--- config.mk ---
export PLATFORM = sky130hd
export DESIGN_NAME = gpws_ctrl
export DESIGN_NICKNAME = d
export VERILOG_FILES = /design/src/sv/gpws_pkg.sv /design/src/sv/gpws_ctrl.sv
export SDC_FILE = /design/constraint.sdc
export NUM_CORES = 1
export LEC_CHECK = 0
export BUFFER_PORTS_ARGS = -buffer_cell sky130_fd_sc_hd__clkbuf_2
export CAP_MARGIN = 40
export CORE_AREA = 2 2 39 41
export CTS_CLUSTER_DIAMETER = 60
export DETAILED_ROUTE_END_ITERATION = 10
export DIE_AREA = 0 0 41 43
export GPL_TIMING_DRIVEN = 0
export PLACE_DENSITY = 0.77
export SYNTH_ARGS = -nofsm -noshare
export SYNTH_HDL_FRONTEND = slang
export SYNTH_SLANG_ARGS = --single-unit
--- constraint.sdc ---
create_clock -name clk -period 2.2 [get_ports clk]
set_input_delay 0.33 -clock clk [delete_from_list [all_inputs] [get_ports clk]]
set_output_delay 0.33 -clock clk [all_outputs]
set_load 0.01 [all_outputs]
--- src/sv/gpws_pkg.sv ---
// Package: shared types, codes and constants of the gated pulse wind-speed meter.
package gpws_pkg;

  // Default parameter values
  localparam int COUNT_WIDTH_DEF    = 16;
  localparam int COEF_FRAC_BITS_DEF = 24;

  // Field widths
  localparam int CFG_IDX_W  = 3;
  localparam int CFG_DATA_W = 32;
  localparam int TICK_W     = 32;
  localparam int COEF_W     = 32;
  localparam int MPS_W      = 16;
  localparam int KMPH_W     = 18;
  localparam int TOTAL_W    = 16;
  localparam int THR_W      = 16;

  // Multiplier operand width (one sign bit over a 32-bit magnitude) and product width
  localparam int MUL_OP_W   = 33;
  localparam int MUL_PROD_W = 2 * MUL_OP_W;
  localparam int NSQ_W      = 64;

  // Polynomial accumulator: coefficient times count squared plus headroom
  localparam int ACC_W      = 100;

  // km/h = (mps*36 + 5) / 10; the divide by ten is a multiply by ceil(2^25/10)
  localparam int               KMPH_X_W    = 22;
  localparam logic [KMPH_X_W-1:0] KMPH_RECIP = 22'd3355444;
  localparam int               KMPH_SHIFT  = 25;
  localparam int               KMPH_PROD_W = 2 * KMPH_X_W;

  // Register reset values
  localparam logic [TICK_W-1:0]        WINDOW_RST    = 32'd10000000;
  localparam logic signed [COEF_W-1:0] COEF_SQ_RST   = -32'sd3037;
  localparam logic signed [COEF_W-1:0] COEF_LIN_RST  = 32'sd2325127;
  localparam logic signed [COEF_W-1:0] COEF_OFF_RST  = 32'sd23580378;
  localparam logic [THR_W-1:0]         THRESHOLD_RST = 16'd384;

  // Configuration register indexes
  typedef enum logic [CFG_IDX_W-1:0] {
    REG_WINDOW    = 3'd0,
    REG_COEF_SQ   = 3'd1,
    REG_COEF_LIN  = 3'd2,
    REG_COEF_OFF  = 3'd3,
    REG_THRESHOLD = 3'd4
  } cfg_reg_t;

  // Multiplier operand selection
  typedef enum logic [1:0] {
    MUL_NN   = 2'd0,
    MUL_A_LO = 2'd1,
    MUL_A_HI = 2'd2,
    MUL_B    = 2'd3
  } mul_op_t;

  // Accumulator operation
  typedef enum logic [1:0] {
    ACC_HOLD    = 2'd0,
    ACC_INIT    = 2'd1,
    ACC_ADD     = 2'd2,
    ACC_ADD_HI  = 2'd3
  } acc_op_t;

  // Controller to datapath commands
  typedef struct packed {
    logic    count_en;
    logic    mul_en;
    mul_op_t mul_op;
    acc_op_t acc_op;
    logic    nsq_load;
    logic    round_en;
    logic    kmul_en;
    logic    out_load;
  } cmd_t;

  // Datapath to controller status
  typedef struct packed {
    logic window_end;
    logic out_busy;
  } status_t;

endpackage

--- src/sv/gpws_ctrl.sv ---
// Controller: state machine that sequences counting, polynomial evaluation and result load.
module gpws_ctrl (
  input  logic               clk,
  input  logic               rst,
  input  logic               in_valid,
  input  gpws_pkg::status_t  sts,
  output logic               in_ready,
  output gpws_pkg::cmd_t     cmd
);

  typedef enum logic [9:0] {
    S_COUNT   = 10'b0000000001,
    S_SQ      = 10'b0000000010,
    S_NSQ     = 10'b0000000100,
    S_MUL_ALO = 10'b0000001000,
    S_ACC_ALO = 10'b0000010000,
    S_ACC_AHI = 10'b0000100000,
    S_ACC_B   = 10'b0001000000,
    S_ROUND   = 10'b0010000000,
    S_KMUL    = 10'b0100000000,
    S_LOAD    = 10'b1000000000
  } state_t;

  state_t state;
  state_t state_next;

  assign in_ready = (state == S_COUNT);

  always_ff @(posedge clk) begin
    if (rst) begin
      state <= S_COUNT;
    end else begin
      state <= state_next;
    end
  end

  always_comb begin
    state_next = state;
    cmd        = '0;
    cmd.mul_op = gpws_pkg::MUL_NN;
    cmd.acc_op = gpws_pkg::ACC_HOLD;
    case (state)
      S_COUNT: begin
        cmd.count_en = in_valid;
        if (in_valid && sts.window_end) begin
          state_next = S_SQ;
        end
      end
      S_SQ: begin
        cmd.mul_en = 1'b1;
        cmd.mul_op = gpws_pkg::MUL_NN;
        state_next = S_NSQ;
      end
      S_NSQ: begin
        cmd.nsq_load = 1'b1;
        cmd.acc_op   = gpws_pkg::ACC_INIT;
        state_next   = S_MUL_ALO;
      end
      S_MUL_ALO: begin
        cmd.mul_en = 1'b1;
        cmd.mul_op = gpws_pkg::MUL_A_LO;
        state_next = S_ACC_ALO;
      end
      S_ACC_ALO: begin
        // add the low partial product while the high one is formed
        cmd.acc_op = gpws_pkg::ACC_ADD;
        cmd.mul_en = 1'b1;
        cmd.mul_op = gpws_pkg::MUL_A_HI;
        state_next = S_ACC_AHI;
      end
      S_ACC_AHI: begin
        cmd.acc_op = gpws_pkg::ACC_ADD_HI;
        cmd.mul_en = 1'b1;
        cmd.mul_op = gpws_pkg::MUL_B;
        state_next = S_ACC_B;
      end
      S_ACC_B: begin
        cmd.acc_op = gpws_pkg::ACC_ADD;
        state_next = S_ROUND;
      end
      S_ROUND: begin
        cmd.round_en = 1'b1;
        state_next   = S_KMUL;
      end
      S_KMUL: begin
        cmd.kmul_en = 1'b1;
        state_next  = S_LOAD;
      end
      S_LOAD: begin
        // hold until the output register is free
        if (!sts.out_busy) begin
          cmd.out_load = 1'b1;
          state_next   = S_COUNT;
        end
      end
      default: begin
        state_next = S_COUNT;
      end
    endcase
  end

  a_end_starts_eval: assert property (@(posedge clk) disable iff (rst)
    (state == S_COUNT && in_valid && sts.window_end) |=> (state == S_SQ))
    else $error("window end did not start evaluation");

  a_load_only_free: assert property (@(posedge clk) disable iff (rst)
    cmd.out_load |-> !sts.out_busy)
    else $error("result loaded over an untaken result");

endmodule

# Word level (Yosys, flattened, before mapping)
# Index checks and enable logic that the tools add are counted.
# classes
n_addsub	0
mul	0
div_mod_pow	0
magnitude_cmp	0
eq_ne	12
n_shift	0
mux	11
bitwise_logic	0
reduce_logical	3
# ops
operator	count
$pmux 10 s10	1
$mux 10	2
$pmux 3 s4	1
$eq 10x1->1 const B	1
$eq 10x10->1 const B	1
$eq 10x2->1 const B	1
$eq 10x3->1 const B	1
$eq 10x4->1 const B	1
$eq 10x5->1 const B	1
$eq 10x6->1 const B	1
$eq 10x7->1 const B	1
$eq 10x8->1 const B	1
$eq 10x9->1 const B	1
$mux 1	6
$pmux 2 s3	1
$ne 2x1->1 const B	1
$ne 2x2->1 const B	1
$reduce_and 2->1	1
$reduce_or 2->1	1
$logic_and 1x1->1	1
# word_totals
regBits	10
latch_bits	0
mem_bits_rw	0
mem_bits_ro	0
in_bits	5
out_inout_bits	11
elab_cells	27
n_memories	0

# Longest topological paths before layout
# logic_depth
ltp_word	3
depth_mapped	7
mapped_depth_nobuf	5

# Worst setup path after synthesis
# No wires, ideal clock.
# synth_timing
path_type	reg2out
start	register state[5]
end	output cmd[9] in the netlist's numbering
arrival_time_ns	1.335
required_ns	1.870
path_slack_ns	0.535
stages_incl_launch_ff	6
path_buffers	2
cell_sequence	dfxtp_1 > buf_4 > nor4_2 > and4b_1 > buf_2 > and2_1
# synth_rtl
element	line_no	source
start, declared	gpws_ctrl.sv:24	state_t state;
start signal, assigned	gpws_ctrl.sv:33	state <= state_next;
end, declared	gpws_ctrl.sv:8	output gpws_pkg::cmd_t cmd

==> impl_metrics.xml <==
<?xml version="1.0" encoding="UTF-8"?>
<metrics>
  <group name="outcome">
    <metric name="status" unit="">finished clean</metric>
  </group>
  <group name="critical_path">
    <metric name="startpoint" unit="">state[2]</metric>
    <metric name="r2r_slack" unit="ns">0.46</metric>
    <metric name="startpoint_type" unit="">flip-flop</metric>
    <metric name="crit_arrival" unit="ns">1.76</metric>
    <metric name="worst-setup-path-type" unit="">reg -&gt; out</metric>
    <metric name="worst_r2r_path_depth" unit="">6</metric>
    <metric name="worst_r2r_endpoint" unit="">state[2]</metric>
    <metric name="worst_r2r_startpoint" unit="">state[4]</metric>
    <metric name="worst-path-max-fanout" unit="">5</metric>
    <metric name="crit_required" unit="ns">1.87</metric>
    <metric name="critPathCaptureType" unit="">primary output</metric>
  </group>
  <group name="power_and_ir_drop">
    <metric name="cell_pwr_density" unit="nW/µm²">639.1</metric>
    <metric name="leakagePower" unit="nW">0.3178</metric>
    <metric name="power.switching_fraction" unit="%">33.07</metric>
    <metric name="vdd_drop_max" unit="mV">0.3334</metric>
    <metric name="power_switching" unit="mW">0.1608</metric>
    <metric name="p_comb_share" unit="%">32.6</metric>
    <metric name="seq_power_share" unit="%">41.3</metric>
    <metric name="clock_power_share" unit="%">26.1</metric>
    <metric name="post-layout-total-power" unit="mW">0.4862</metric>
    <metric name="power_report.internal_total" unit="mW">0.3254</metric>
  </group>
  <group name="floorplanning">
    <metric name="area_of_the_die" unit="µm²">1763</metric>
    <metric name="core_area" unit="µm²">1384</metric>
    <metric name="num_ports" unit="">16</metric>
    <metric name="floorplan.rows" unit="">14</metric>
    <metric name="die_y" unit="µm">43</metric>
    <metric name="floorplan.die.width" unit="µm">41</metric>
    <metric name="floorplan.initialDensity" unit="%">45.21</metric>
  </group>
  <group name="routing">
    <metric name="firstDrtPassIters" unit="">4</metric>
    <metric name="detailed_route_vias_per_instance" unit="">5.343</metric>
    <metric name="drt_iter0_markers" unit="">7</metric>
    <metric name="num_vias" unit="">577</metric>
    <metric name="routed_wirelength" unit="mm">1.275</metric>
    <metric name="postRouteAntennaNets" unit="">0</metric>
    <metric name="detail_route.wl_per_cell" unit="µm">11.81</metric>
    <metric name="post-route-drc-count" unit="">0</metric>
  </group>
  <group name="global_route">
    <metric name="global_route.usage.total" unit="%">17.46</metric>
    <metric name="grt-ovfl-total" unit="">0</metric>
    <metric name="number_of_antenna_violations_at_the_first_check_in_global_routing" unit="">0</metric>
    <metric name="maximum_number_of_pins_on_one_net_before_global_route_repair" unit="">11</metric>
    <metric name="grt_pass1_wl" unit="mm">2.090</metric>
    <metric name="grt_pass1_vias" unit="">506</metric>
  </group>
  <group name="final_layout">
    <metric name="layout.cells.most_common" unit="">sky130_fd_sc_hd__clkbuf_2</metric>
    <metric name="largest_register" unit="">state</metric>
    <metric name="flow.area_growth_from_synthesis" unit="%">21.60</metric>
    <metric name="fin_nets" unit="">99</metric>
    <metric name="layout-drive-gt1-share" unit="%">36.96</metric>
    <metric name="count_of_antenna_diodes_in_the_layout" unit="">0</metric>
    <metric name="multi_input_area" unit="µm²">399.1</metric>
    <metric name="layout_common_cells" unit="">sky130_fd_sc_hd__clkbuf_2, sky130_fd_sc_hd__dfxtp_1, sky130_fd_sc_hd__nor2_1</metric>
    <metric name="seq_area" unit="µm²">202.7</metric>
    <metric name="largest_reg_flops" unit="">10</metric>
    <metric name="largestRegisters" unit="">state x10</metric>
    <metric name="number_of_filler_cells_placed_in_the_layout" unit="">139</metric>
  </group>
  <group name="logic_synthesis">
    <metric name="syn_area" unit="µm²">625.6</metric>
    <metric name="ys_seq_area_share" unit="%">32.00</metric>
    <metric name="syn_nets" unit="">79</metric>
    <metric name="postSynth.topFlopCell" unit="">sky130_fd_sc_hd__dfxtp_1</metric>
    <metric name="count_of_flip_flops_with_a_built_in_enable_after_synthesis" unit="">0</metric>
    <metric name="yosysWarnings" unit="">0</metric>
    <metric name="synth.lib_cells_used.distinct" unit="">38</metric>
    <metric name="synth_area_per_cell" unit="µm²">8.454</metric>
    <metric name="async_reset_ff_share" unit="%">0</metric>
    <metric name="synth_seq_cells" unit="">10</metric>
    <metric name="synthesis.instances" unit="">74</metric>
  </group>
  <group name="placed_design">
    <metric name="buffers_added_on_ports" unit="">15</metric>
    <metric name="dpl.hpwl" unit="µm">993.1</metric>
    <metric name="routabilityCongestion" unit="">0.7711</metric>
  </group>
  <group name="timing">
    <metric name="timing.final.setup_violations" unit="">0</metric>
    <metric name="report.final.hold_viol_count" unit="">0</metric>
    <metric name="timing.setup.tns" unit="ns">0</metric>
    <metric name="rsz0062_at_grt" unit="">no</metric>
    <metric name="fin_skew" unit="ns">0.002473</metric>
    <metric name="worst_slew_margin_rel" unit="%">75.15</metric>
    <metric name="period_minus_slack" unit="ns">2.092</metric>
    <metric name="number_of_max_slew_violations_in_the_final_report" unit="">0</metric>
    <metric name="min_period_over_period" unit="%">95.09</metric>
    <metric name="worst-slew-pin-transition" unit="ns">0.3727</metric>
    <metric name="maxClockFrequency" unit="MHz">478.0</metric>
  </group>
  <group name="flow_run">
    <metric name="maxCapViolations" unit="">0</metric>
  </group>
  <group name="clocking">
    <metric name="cts_buffer_depth" unit="">2</metric>
    <metric name="worst_skew_late_latency" unit="ns">0.27</metric>
    <metric name="tritoncts.num_buffers" unit="">3</metric>
    <metric name="clock_tree_from_tritoncts" unit="">yes</metric>
    <metric name="htree_num_levels" unit="">1</metric>
    <metric name="cts.repair_timing.setup_buffer_count" unit="">0</metric>
    <metric name="cts_sinks" unit="">10</metric>
    <metric name="cts-root-buf" unit="">sky130_fd_sc_hd__clkbuf_4</metric>
    <metric name="clk_transition_reported_paths" unit="ns">0.06</metric>
  </group>
  <group name="hold_path">
    <metric name="class_of_the_tightest_hold_or_removal_check" unit="">in -&gt; reg</metric>
    <metric name="worst_min_delay_path_startpoint" unit="">rst</metric>
    <metric name="hold_depth" unit="">2</metric>
    <metric name="worst_hold_path.endpoint" unit="">state[9]</metric>
  </group>
</metrics>
==> cells by family (layout without fill, tap and decap cells) <==
family	after synthesis	after routing	share of synthesized area, %
simple gates	39	39	42.60
compound gates	10	10	10.20
flops	10	10	32.00
buf+inv	9	27	6.598
xor+xnor	5	5	7.001
mux	1	1	1.600
==> layout make-up <==
type | instances | share of cell area [%]
inverter | 4 | 1.974
buffer | 5 | 3.454
tap | 16 | 2.632
clock buffer | 3 | 2.961
multi-input combinational | 55 | 52.47
timing repair buffer | 15 | 9.868
sequential | 10 | 26.64
==> Yosys cell counts (2+ instances only) <==
library cell / n / share of area (%)
sky130_fd_sc_hd__buf_2: 3 / 2.4
sky130_fd_sc_hd__nor3_1: 3 / 2.4
sky130_fd_sc_hd__nand2_1: 3 / 1.8
sky130_fd_sc_hd__and2_1: 2 / 2.0
sky130_fd_sc_hd__nor2_1: 7 / 4.2
sky130_fd_sc_hd__inv_1: 4 / 2.4
sky130_fd_sc_hd__o21ai_0: 4 / 3.2
sky130_fd_sc_hd__xor2_1: 2 / 2.8
sky130_fd_sc_hd__dfxtp_1: 10 / 32
sky130_fd_sc_hd__nor4_1: 4 / 4.0
sky130_fd_sc_hd__nand3_1: 2 / 1.6
sky130_fd_sc_hd__xnor2_1: 3 / 4.2
sky130_fd_sc_hd__nand2b_1: 2 / 2.0
==> per-stage QoR <==
stage          hold slack [ns]  std cells  utilization, %  setup WS, ns  cell area, µm²
6_report                0.2683        108           54.97        0.1081           760.7
5_1_grt                 0.2665        108           54.97       0.01615           760.7
4_1_cts                 0.2655        108           53.71       0.05872           743.2
3_5_place_dp            0.5447        105           52.08        0.3579           720.7
3_3_place_gp            0.5448        105           52.08        0.3833           720.7
2_1_floorplan           0.4028         74               -        0.5355           625.6
==> timing repair <==
action	4_1_cts	5_1_grt
endpoints found under the setup margin	0	2
resized for setup	0	4
hold buffers	0	0
==> critical path, cell delays in order (launching register included) <==
cell,delay (ns)
sky130_fd_sc_hd__dfxtp_2,0.35
sky130_fd_sc_hd__nor4_4,0.36
sky130_fd_sc_hd__nand2_2,0.09
sky130_fd_sc_hd__or3_4,0.35
sky130_fd_sc_hd__nor3b_2,0.20
sky130_fd_sc_hd__clkbuf_2,0.15
==> how the worst max path moves through the flow <==
stage	cells past startpoint	to
4_1_cts	5	cmd[2]
6_report	5	cmd[2]
3_5_place_dp	5	cmd[2]
5_1_grt	5	cmd[2]
3_3_place_gp	5	cmd[2]
2_1_floorplan	5	cmd[9]
==> power by group through the flow <==
stage	logic (mW)	clock network, mW	registers (mW)
final	0.158	0.127	0.201
after floorplan	0.123	0	0.201
after global routing	0.177	0.136	0.203
after global placement	0.155	0	0.203
after CTS	0.158	0.129	0.200
after detailed placement	0.158	0	0.204
==> per-layer routing <==
layer,vias to the layer above,track usage (%),wire [µm]
met3,2,4.712,53
met5,-,0,0
met2,10,26.25,616
met1,263,22.22,587
li1,302,-,-
met4,0,8.000,17
No activity file was read; power rests on OpenSTA's default activity.
